==> src/rtl/stream_deduplicator_macros.svh <==
// Assertion macros for the stream deduplicator.
// Bodies use clk and rst_n of the including module.
`ifndef STREAM_DEDUPLICATOR_MACROS_SVH
`define STREAM_DEDUPLICATOR_MACROS_SVH

// cond must hold at every edge out of reset
`define SDD_ASSERT_ALWAYS(lbl, cond) \
  lbl: assert property (@(posedge clk) disable iff (!rst_n) (cond)) \
    else $error("assertion failed: invariant");

// b must hold in the same cycle as a
`define SDD_ASSERT_IMPLY(lbl, a, b) \
  lbl: assert property (@(posedge clk) disable iff (!rst_n) (a) |-> (b)) \
    else $error("assertion failed: same-cycle implication");

// b must hold in the cycle after a
`define SDD_ASSERT_NEXT(lbl, a, b) \
  lbl: assert property (@(posedge clk) disable iff (!rst_n) (a) |=> (b)) \
    else $error("assertion failed: next-cycle implication");

`endif

==> src/rtl/sdedup_pkg.sv <==
// Package for the stream deduplicator: sizes, widths, FSM state type
// and the command/status structs between controller and datapath.
package sdedup_pkg;

  localparam int TABLE_DEPTH = 32;
  localparam int VALUE_WIDTH = 32;

  localparam int IDX_W   = $clog2(TABLE_DEPTH);
  localparam int CNT_W   = $clog2(TABLE_DEPTH + 1);

  localparam int SAMPLE_W = 32;
  localparam int SLOT_W   = 5;
  localparam int COUNT_W  = 6;

  typedef enum logic [1:0] {
    ST_IDLE,
    ST_SCAN,
    ST_EMIT
  } state_t;

  typedef struct packed {
    logic start;
    logic advance;
    logic decide;
    logic emit;
  } cmd_t;

  typedef struct packed {
    logic exhausted;
    logic match;
    logic out_free;
  } status_t;

endpackage

==> src/rtl/sdedup_if.sv <==
// Handshake channel interfaces for input items and result items.
// Depends on sdedup_pkg for payload widths.
interface sdedup_in_if;
  logic                               valid;
  logic                               ready;
  logic signed [sdedup_pkg::SAMPLE_W-1:0] sample_value;
  logic                               end_of_set;

  modport source (output valid, output sample_value, output end_of_set, input ready);
  modport sink   (input valid, input sample_value, input end_of_set, output ready);
endinterface

interface sdedup_out_if;
  logic                                   valid;
  logic                                   ready;
  logic                                   first_seen;
  logic signed [sdedup_pkg::SAMPLE_W-1:0] echoed_value;
  logic        [sdedup_pkg::SLOT_W-1:0]   slot_index;
  logic        [sdedup_pkg::COUNT_W-1:0]  distinct_count;
  logic                                   table_overflow;
  logic                                   set_finished;

  modport source (output valid, output first_seen, output echoed_value, output slot_index,
                  output distinct_count, output table_overflow, output set_finished,
                  input ready);
  modport sink   (input valid, input first_seen, input echoed_value, input slot_index,
                  input distinct_count, input table_overflow, input set_finished,
                  output ready);
endinterface

==> src/rtl/stream_deduplicator.sv <==
// Stream deduplicator top level: controller plus datapath.
// Depends on sdedup_pkg, sdedup_if, sdedup_ctrl, sdedup_dp and the macros header.
//
// in_chan carries one signed sample_value and an end_of_set flag per item;
// out_chan returns exactly one result per item: first_seen, echoed_value,
// slot_index, distinct_count, table_overflow and set_finished.
// The item is checked against the distinct values of the current set held
// in a TABLE_DEPTH-entry memory; one comparator reads one entry per cycle.
// Each item is accepted, then scanned entry by entry until a match or the
// end of the stored entries (a new value compares all n stored entries),
// then handed to the output register; only then is the next item accepted.
// The memory read port (one entry a cycle) sets the scan rate.
// A result waits in the output register while the next item is accepted
// and scanned; a stalled receiver holds the block once a second result
// is ready. end_of_set clears the count after its result.
// Reset (rst_n low, synchronous) empties the set and drops any pending
// result; the table memory itself needs no clearing.
`include "stream_deduplicator_macros.svh"

module stream_deduplicator (
  input  logic         clk,
  input  logic         rst_n,
  sdedup_in_if.sink    in_chan,
  sdedup_out_if.source out_chan
);

  sdedup_pkg::cmd_t    cmd;
  sdedup_pkg::status_t sts;
  logic                in_ready;

  assign in_chan.ready = in_ready;

  sdedup_ctrl u_ctrl (
    .clk      (clk),
    .rst_n    (rst_n),
    .in_valid (in_chan.valid),
    .in_ready (in_ready),
    .sts      (sts),
    .cmd      (cmd)
  );

  sdedup_dp u_dp (
    .clk             (clk),
    .rst_n           (rst_n),
    .cmd             (cmd),
    .sts             (sts),
    .in_sample_value (in_chan.sample_value),
    .in_end_of_set   (in_chan.end_of_set),
    .out_chan        (out_chan)
  );

  `SDD_ASSERT_ALWAYS(a_one_cmd, $onehot0({cmd.start, cmd.advance, cmd.decide, cmd.emit}))
  `SDD_ASSERT_IMPLY(a_emit_free, cmd.emit, sts.out_free)
  `SDD_ASSERT_NEXT(a_busy_after_start, cmd.start, !in_ready)

endmodule

==> src/rtl/sdedup_dp.sv <==
// Datapath: value table memory, stored count, scan pointer, comparator,
// result and output registers. Depends on sdedup_pkg and sdedup_if.
module sdedup_dp (
  input  logic                                   clk,
  input  logic                                   rst_n,
  input  sdedup_pkg::cmd_t                       cmd,
  output sdedup_pkg::status_t                    sts,
  input  logic signed [sdedup_pkg::SAMPLE_W-1:0] in_sample_value,
  input  logic                                   in_end_of_set,
  sdedup_out_if.source                           out_chan
);

  logic [sdedup_pkg::VALUE_WIDTH-1:0] mem [sdedup_pkg::TABLE_DEPTH];
  logic [sdedup_pkg::VALUE_WIDTH-1:0] rd_data_r;
  logic [sdedup_pkg::IDX_W-1:0]       rd_addr;
  logic                               wr_en;

  logic [sdedup_pkg::VALUE_WIDTH-1:0] key_r;
  logic [sdedup_pkg::SAMPLE_W-1:0]    raw_r;
  logic                               last_r;

  logic [sdedup_pkg::CNT_W-1:0] cmp_idx_r, cmp_idx_nxt, cmp_idx_inc;
  logic [sdedup_pkg::CNT_W-1:0] count_r, count_nxt, count_new;

  logic                         hit, full;
  logic                         res_fresh_r, res_over_r;
  logic [sdedup_pkg::CNT_W-1:0] res_slot_r, res_cnt_r;
  logic                         out_valid_r;

  assign cmp_idx_inc = cmp_idx_r + sdedup_pkg::CNT_W'(1);
  assign rd_addr     = cmd.advance ? cmp_idx_inc[sdedup_pkg::IDX_W-1:0]
                                   : cmp_idx_r[sdedup_pkg::IDX_W-1:0];

  assign sts.exhausted = (cmp_idx_r == count_r);
  assign sts.match     = (rd_data_r == key_r);
  assign sts.out_free  = !out_valid_r || out_chan.ready;

  assign hit   = !sts.exhausted && sts.match;
  assign full  = (count_r == sdedup_pkg::CNT_W'(sdedup_pkg::TABLE_DEPTH));
  assign wr_en = cmd.decide && !hit && !full;

  always_ff @(posedge clk) begin
    if (wr_en) begin
      mem[count_r[sdedup_pkg::IDX_W-1:0]] <= key_r;
    end
    rd_data_r <= mem[rd_addr];
  end

  always_comb begin
    cmp_idx_nxt = cmp_idx_r;
    if (cmd.advance) begin
      cmp_idx_nxt = cmp_idx_inc;
    end else if (cmd.decide || cmd.start) begin
      cmp_idx_nxt = '0;
    end
  end

  assign count_new = wr_en ? cmp_idx_inc : count_r;

  always_comb begin
    count_nxt = count_r;
    if (cmd.decide) begin
      count_nxt = last_r ? '0 : count_new;
    end
  end

  always_ff @(posedge clk) begin
    if (!rst_n) begin
      cmp_idx_r   <= '0;
      count_r     <= '0;
      out_valid_r <= 1'b0;
    end else begin
      cmp_idx_r <= cmp_idx_nxt;
      count_r   <= count_nxt;
      if (cmd.emit) begin
        out_valid_r <= 1'b1;
      end else if (out_chan.ready) begin
        out_valid_r <= 1'b0;
      end
    end
  end

  always_ff @(posedge clk) begin
    if (cmd.start) begin
      key_r  <= in_sample_value[sdedup_pkg::VALUE_WIDTH-1:0];
      raw_r  <= in_sample_value;
      last_r <= in_end_of_set;
    end
    if (cmd.decide) begin
      res_fresh_r <= wr_en;
      res_over_r  <= !hit && full;
      res_cnt_r   <= count_new;
      if (hit) begin
        res_slot_r <= cmp_idx_r;
      end else if (full) begin
        res_slot_r <= '0;
      end else begin
        res_slot_r <= count_r;
      end
    end
    if (cmd.emit) begin
      out_chan.first_seen     <= res_fresh_r;
      out_chan.echoed_value   <= raw_r;
      out_chan.slot_index     <= sdedup_pkg::SLOT_W'(res_slot_r);
      out_chan.distinct_count <= sdedup_pkg::COUNT_W'(res_cnt_r);
      out_chan.table_overflow <= res_over_r;
      out_chan.set_finished   <= last_r;
    end
  end

  assign out_chan.valid = out_valid_r;

endmodule

==> src/rtl/sdedup_ctrl.sv <==
// Controller FSM: accepts an item, steps the table scan, hands the
// result to the output register. Depends on sdedup_pkg.
module sdedup_ctrl (
  input  logic                clk,
  input  logic                rst_n,
  input  logic                in_valid,
  output logic                in_ready,
  input  sdedup_pkg::status_t sts,
  output sdedup_pkg::cmd_t    cmd
);

  sdedup_pkg::state_t state_r, state_nxt;

  always_comb begin
    state_nxt = state_r;
    case (state_r)
      sdedup_pkg::ST_IDLE: begin
        if (in_valid) state_nxt = sdedup_pkg::ST_SCAN;
      end
      sdedup_pkg::ST_SCAN: begin
        if (sts.exhausted || sts.match) state_nxt = sdedup_pkg::ST_EMIT;
      end
      sdedup_pkg::ST_EMIT: begin
        if (sts.out_free) state_nxt = sdedup_pkg::ST_IDLE;
      end
      default: state_nxt = sdedup_pkg::ST_IDLE;
    endcase
  end

  always_comb begin
    in_ready = 1'b0;
    cmd      = '0;
    case (state_r)
      sdedup_pkg::ST_IDLE: begin
        in_ready  = 1'b1;
        cmd.start = in_valid;
      end
      sdedup_pkg::ST_SCAN: begin
        cmd.advance = !sts.exhausted && !sts.match;
        cmd.decide  = sts.exhausted || sts.match;
      end
      sdedup_pkg::ST_EMIT: begin
        cmd.emit = sts.out_free;
      end
      default: begin
        in_ready = 1'b0;
      end
    endcase
  end

  always_ff @(posedge clk) begin
    if (!rst_n) begin
      state_r <= sdedup_pkg::ST_IDLE;
    end else begin
      state_r <= state_nxt;
    end
  end

endmodule
==> src/flat_wrapper.sv <==
// flat-port wrapper written by rule: the top's interface ports become plain ports
module stream_deduplicator_flat 
  (clk, rst_n, in_chan_valid, in_chan_sample_value, in_chan_end_of_set, in_chan_ready, out_chan_valid, out_chan_first_seen, out_chan_echoed_value, out_chan_slot_index, out_chan_distinct_count, out_chan_table_overflow, out_chan_set_finished, out_chan_ready);
  sdedup_in_if in_chan_i ();
  sdedup_out_if out_chan_i ();
  input  logic clk;
  input  logic rst_n;
  input wire logic [$bits(in_chan_i.valid)-1:0] in_chan_valid;
  input wire logic [$bits(in_chan_i.sample_value)-1:0] in_chan_sample_value;
  input wire logic [$bits(in_chan_i.end_of_set)-1:0] in_chan_end_of_set;
  output wire logic [$bits(in_chan_i.ready)-1:0] in_chan_ready;
  output wire logic [$bits(out_chan_i.valid)-1:0] out_chan_valid;
  output wire logic [$bits(out_chan_i.first_seen)-1:0] out_chan_first_seen;
  output wire logic [$bits(out_chan_i.echoed_value)-1:0] out_chan_echoed_value;
  output wire logic [$bits(out_chan_i.slot_index)-1:0] out_chan_slot_index;
  output wire logic [$bits(out_chan_i.distinct_count)-1:0] out_chan_distinct_count;
  output wire logic [$bits(out_chan_i.table_overflow)-1:0] out_chan_table_overflow;
  output wire logic [$bits(out_chan_i.set_finished)-1:0] out_chan_set_finished;
  input wire logic [$bits(out_chan_i.ready)-1:0] out_chan_ready;
  assign in_chan_i.valid = in_chan_valid;
  assign in_chan_i.sample_value = in_chan_sample_value;
  assign in_chan_i.end_of_set = in_chan_end_of_set;
  assign in_chan_ready = in_chan_i.ready;
  assign out_chan_valid = out_chan_i.valid;
  assign out_chan_first_seen = out_chan_i.first_seen;
  assign out_chan_echoed_value = out_chan_i.echoed_value;
  assign out_chan_slot_index = out_chan_i.slot_index;
  assign out_chan_distinct_count = out_chan_i.distinct_count;
  assign out_chan_table_overflow = out_chan_i.table_overflow;
  assign out_chan_set_finished = out_chan_i.set_finished;
  assign out_chan_i.ready = out_chan_ready;
  stream_deduplicator u_core (.clk(clk), .rst_n(rst_n), .in_chan(in_chan_i), .out_chan(out_chan_i));
endmodule
==> config.mk <==
export PLATFORM = sky130hd
export DESIGN_NAME = stream_deduplicator_flat
export DESIGN_NICKNAME = d
export VERILOG_FILES = /design/src/rtl/sdedup_pkg.sv /design/src/rtl/sdedup_if.sv /design/src/rtl/stream_deduplicator.sv /design/src/rtl/sdedup_dp.sv /design/src/rtl/sdedup_ctrl.sv /design/src/flat_wrapper.sv
export VERILOG_INCLUDE_DIRS = /design/src /design/src/rtl
export SDC_FILE = /design/constraint.sdc
export NUM_CORES = 1
export LEC_CHECK = 0
export BUFFER_PORTS_ARGS = -buffer_cell sky130_fd_sc_hd__buf_4
export CORE_MARGIN = 4
export CORE_UTILIZATION = 32
export CTS_CLUSTER_SIZE = 12
export DETAILED_ROUTE_END_ITERATION = 6
export GPL_ROUTABILITY_DRIVEN = 1
export PLACE_DENSITY = 0.44
export SYNTH_ARGS = -nofsm -noshare
export SYNTH_HDL_FRONTEND = slang
export SYNTH_SLANG_ARGS = --single-unit
==> constraint.sdc <==
create_clock -name clk -period 6.42 [get_ports clk]
set_input_delay 0.963 -clock clk [delete_from_list [all_inputs] [get_ports clk]]
set_output_delay 0.963 -clock clk [all_outputs]
set_load 0.1 [all_outputs]
# Word level (Yosys, flattened, before mapping)
# Memory sizes are Yosys's and may differ from the RTL's. A register that Yosys moved wholly into a read port is not among the register bits.
# Index checks and enable logic that the tools add are counted.
# classes
n_eq_ne	8
addsub	1
n_mux	19
n_reduce_logical	17
# ops
operator	count
$eq A32 B32 Y1	1
$mux W6	4
$mux W5	3
$mux W2	4
$mux W1	7
$add A6 B1 Y6 const B	1
$eq A6 B6 Y1	1
$eq A6 B6 Y1 const B	1
$ne A2 B2 Y1 const B	3
$pmux W2 S3	1
$logic_and A1 B1 Y1	5
$logic_not A1 Y1	5
$reduce_bool A2 Y1	2
$logic_or A1 B1 Y1	3
$reduce_and A3 Y1	1
$eq A2 B1 Y1 const B	1
$eq A2 B2 Y1 const B	1
$logic_not A2 Y1	1
# totals
wordCells	62
inputBits	37
out_inout_bits	48
n_memories	1
mem_bits_rw	1024
regBits	107
# mem_list
memory	words	width	read_ports	rd_clocked_by_memory_dff	write_ports	line_no	rtl
u_core.u_dp.mem	32	32	1	1	1	sdedup_dp.sv:13	logic [sdedup_pkg::VALUE_WIDTH-1:0] mem [sdedup_pkg::TABLE_DEPTH];

# Depth between registers and ports, before layout
# depth
word_depth	8
mapped_depth	18
depth_no_buf	13

# Hierarchy
# A second synthesis with hierarchy kept.
# unflattened
hier_cells	2155
hier_area_um2	43812.0
# modules_own_cells
module	n_inst	seq_area_each_um2	cells_each	area_each_um2
sdedup_dp	1	34413.0	2141	43693.2
sdedup_ctrl	1	40.0	14	118.9

# Least setup slack after synthesis
# Ideal clock, no wire load.
# synth_path
path_type	register to register
startpoint	register u_core.u_dp.raw_r[26] (netlist name)
endpoint	register u_core.u_dp.rd_data_r[20] (netlist bit), read port of u_core.u_dp.mem
required_ps	6286
period_less_slack_ps	4643
n_path_buf	6
setup_time_ps	134
t_arrival_ps	4509
path_slack_ps	1777
path_stages_with_launch	16
cell_sequence	edfxtp_1 -> xor2_1 -> nor4_1 -> nand4_1 -> o211ai_2 -> inv_2 -> buf_4 -> ha_1 -> clkbuf_1 -> buf_2 -> clkbuf_1 -> buf_2 -> clkbuf_1 -> mux4_2 -> nand2_1 -> o211ai_1
# synth_lines
element	line_no	rtl
end, declared	sdedup_dp.sv:14	logic [sdedup_pkg::VALUE_WIDTH-1:0] rd_data_r;

==> run metrics <==
type of the worst setup path reg -> reg; Sw Share 20.6%; Slew headroom 16.9%; Netlist Area Pre-Place 0.0443 mm²; CP required 7040 ps; switching power total 0.00330 W; root buf cell clkbuf_16; final worst-path cycle share 82.1%; run status complete, no violations; post-synth cell types 56; FF/Latch Area 0.0345 mm²; final cell utilization of the core 38.0%; DR DRC count 0; xor/xnor share of the synthesized area 0.889%; Worst setup EP type register; critical path peak fanout 37; hold depth 1; Num CTS Buffers 134; Max VDD drop 0.249 mV; Post-synth EDFFs 1116; GRT met2 Usage 29.7%; Clock Skew 33.8 ps; share of layout cells above drive strength 1 22.8%; Worst Path Arrival 5890 ps; final setup fails 0; Simple-Gate Fraction of Synth Area 4.73%; area growth from synthesis to layout 18.0%; antenna violations before repair 3; Pint 0.0127 W; post-synth top area share 75.6%; worst reg2reg setup slack 1150 ps; cell depth of the worst flop-to-flop path 14; final instance area 0.0523 mm²; Area after DPL 0.0482 mm²; Total Power 0.0160 W; Via density 5.17; Vert. Die Dim 380 µm; GRT Util Overall 18.3%; Post CTS Setup Buffer Count 0; Max Slew Vio Count 0; I/O Buffers 84; Reg clk slew, reported paths 60 ps; Cell Pwr Density 306 mW/mm²; Startpoint Class register; layer with the highest usage met2; syn_nets 2361; Starting Density 32.2%; fill count 12.5k; initial DRC count 2279; Skew-Pair Late Insertion Delay 770 ps; Diodes inserted 0; Hold Vio Cnt, Final 0; largest net degree at the start of global routing 75; Die W 380 µm; core area 0.137 mm²; asr flop ratio synth 0%; RSZ-0062 raised after global routing false; Synth warnings 0; Avg WL per Cell 30.1 µm; total number of vias 22.9k; CTS tree yes; leakage power 17.3 nW; number of global-route vias before repair 23.5k; Comb power frac 2.3%; M1 GR Usage 24.9%; Reg power frac 52.6%; Tightest Pin Transition 1240 ps; max-cap violations 0; multi-input logic area 0.00960 mm²; CTS resizes 0; main combinational cell family by area after synthesis multiplexers; Final #Nets 2584; Tmin final 5270 ps; top post-synthesis cells by area edfxtp_1 (76%), mux4_2 (7.9%), mux2i_1 (3.8%), dfxtp_1 (2.1%), nand2_1 (1.5%); leading area contributor after synthesis edfxtp_1; H-tree Lvls 4; met3 Resource Use GR 4.07%; Cells after Synth 2322; sequential-to-total area share from yosys stat 77.8%; post-synthesis area per instance 19.1 µm²; Hold Buf Count CTS 0; ANT nets after route 0; die area 0.144 mm²; hpwl dp 72.6 mm; Fmax 190 MHz; Synth Area in Compound Gates 3.20%; first-pass GRT wire length 185 mm; number of cell rows 136; Max Root-Sink Buffers 3; Final Routed Wirelength 133 mm; Post-synth top flop edfxtp_1; grt total ovfl 0; post-synthesis register bit count 1163; multiplexer area fraction after synthesis 12.0%; Hold Crit Class in -> reg; Num Clock Sinks 1163; Clk network pwr share 45.1%; # IOs 85; gpl congestion 0.765; Hold WS 372 ps; Synth Area in Adders 0.0565%; DRT Pass-1 Iters 5; setup_tns 0 ps
metrics by stage:
stage / instances / setup slack (ps)
floorplan: 2322 / 1780
global placement: 4203 / 1120
global route: 4433 / 842
CTS: 4433 / 1160
finish: 4433 / 1150
detailed placement: 4203 / 1200
routing by layer:
metal / vias up / part of all wire (%) / wire length, µm
li1: 9769 / - / -
met1: 12300 / 44 / 58800
met2: 678 / 48 / 63900
met3: 171 / 5.7 / 7660
met4: 0 / 2.2 / 2920
met5: - / 0 / 0
area by class of cell:
class	instances	share of cell area (%)
flip-flops and latches	1163	65.9
clock buffers	192	7.22
inverters	7	0.0503
clock inverters	38	0.618
repair buffers	211	3.53
multi-input cells	1028	18.4
well taps	1794	4.29
final timing paths:
path,start,endpoint
setup / recovery,u_core.u_dp.raw_r[13],u_core.u_dp.rd_data_r[15]
hold / removal,in_chan_end_of_set,u_core.u_dp.last_r
setup reg to reg,u_core.u_dp.raw_r[13],u_core.u_dp.rd_data_r[15]
hold reg to reg,u_core.u_dp.res_fresh_r,u_core.u_dp.out_chan.first_seen
logic make-up (layout without fill, tap and decap cells):
group / after synthesis / in the layout
flip-flops: 1163 / 1163
AO/OA/AOI/OAI: 200 / 200
adder cells (fa/ha/maj): 2 / 2
buffers and inverters: 131 / 448
AND/OR/NAND/NOR: 447 / 447
multiplexers: 334 / 334
XOR/XNOR: 45 / 45
worst max-delay path, stage by stage, from the launching register on:
cell and delay, ps:
edfxtp_1 360, buf_4 240, xor2_1 240, nor4_1 700, nand4_1 550, o211ai_2 310, buf_4 230, inv_2 170
ha_4 420, buf_12 310, buf_12 330, mux4_2 530, nor2b_1 140, a221oi_1 410, o211ai_1 130
synthesized netlist by cell type, types with 5 or more instances:
cell type     n
xor2_1       40
mux4_2      156
buf_1         5
nand3b_1      5
xnor2_1       5
buf_2        29
nor3_1       36
nand3_1      12
a21oi_1      40
o32ai_1       5
o21ai_1      14
buf_6         9
o211ai_1     28
nor2b_1      42
inv_1         5
or4_1        28
a221oi_1     28
clkbuf_1     78
a32o_1       31
nor3b_1       5
nand2_1     173
or3_1         5
edfxtp_1   1116
nand2b_1      8
mux2i_1     168
dfxtp_1      47
nor2_1      107
a31oi_1       7
nor4_1       13
o21ai_0      31
mux2_2        8
sequential cells by signal, indices dropped and copies added (netlist names), 2 cells and up:
name	flops
u_core.u_dp.out_chan.distinct_count	6
u_core.u_dp.raw_r	32
u_core.u_dp.out_chan.echoed_value	32
u_core.u_dp.rd_data_r	32
u_core.u_ctrl.state_r	2
u_core.u_dp.out_chan.slot_index	5
u_core.u_dp.res_slot_r	5
u_core.u_dp.mem	1024
u_core.u_dp.res_cnt_r	6
u_core.u_dp.cmp_idx_r	6
u_core.u_dp.count_r	6
placed cells by master, fill, tap and decap left out, types with 21 or more instances in the layout:
master and n:
nor3_1 34, mux4_2 156, a21oi_1 40, nand2_1 173, mux2i_1 168, nor2b_1 41
o21ai_0 31, buf_4 190, edfxtp_1 1116, or4_1 28, xor2_1 39, clkbuf_16 137
buf_12 21, a221oi_1 28, nor2_1 75, nor2_4 33, dfxtp_1 47, clkbuf_1 41
a32o_1 31, o211ai_1 28
power groups by stage:
| stage | logic, W | registers, W | clock network (W) |
|---|---|---|---|
| 2_1_floorplan | 0.0000841 | 0.00868 | 0 |
| 3_3_place_gp | 0.000369 | 0.00858 | 0 |
| 3_5_place_dp | 0.000379 | 0.00858 | 0 |
| 4_1_cts | 0.000380 | 0.00842 | 0.00741 |
| 5_1_grt | 0.000398 | 0.00842 | 0.00774 |
| 6_report | 0.000372 | 0.00842 | 0.00722 |
No activity file was read; power rests on OpenSTA's default activity.
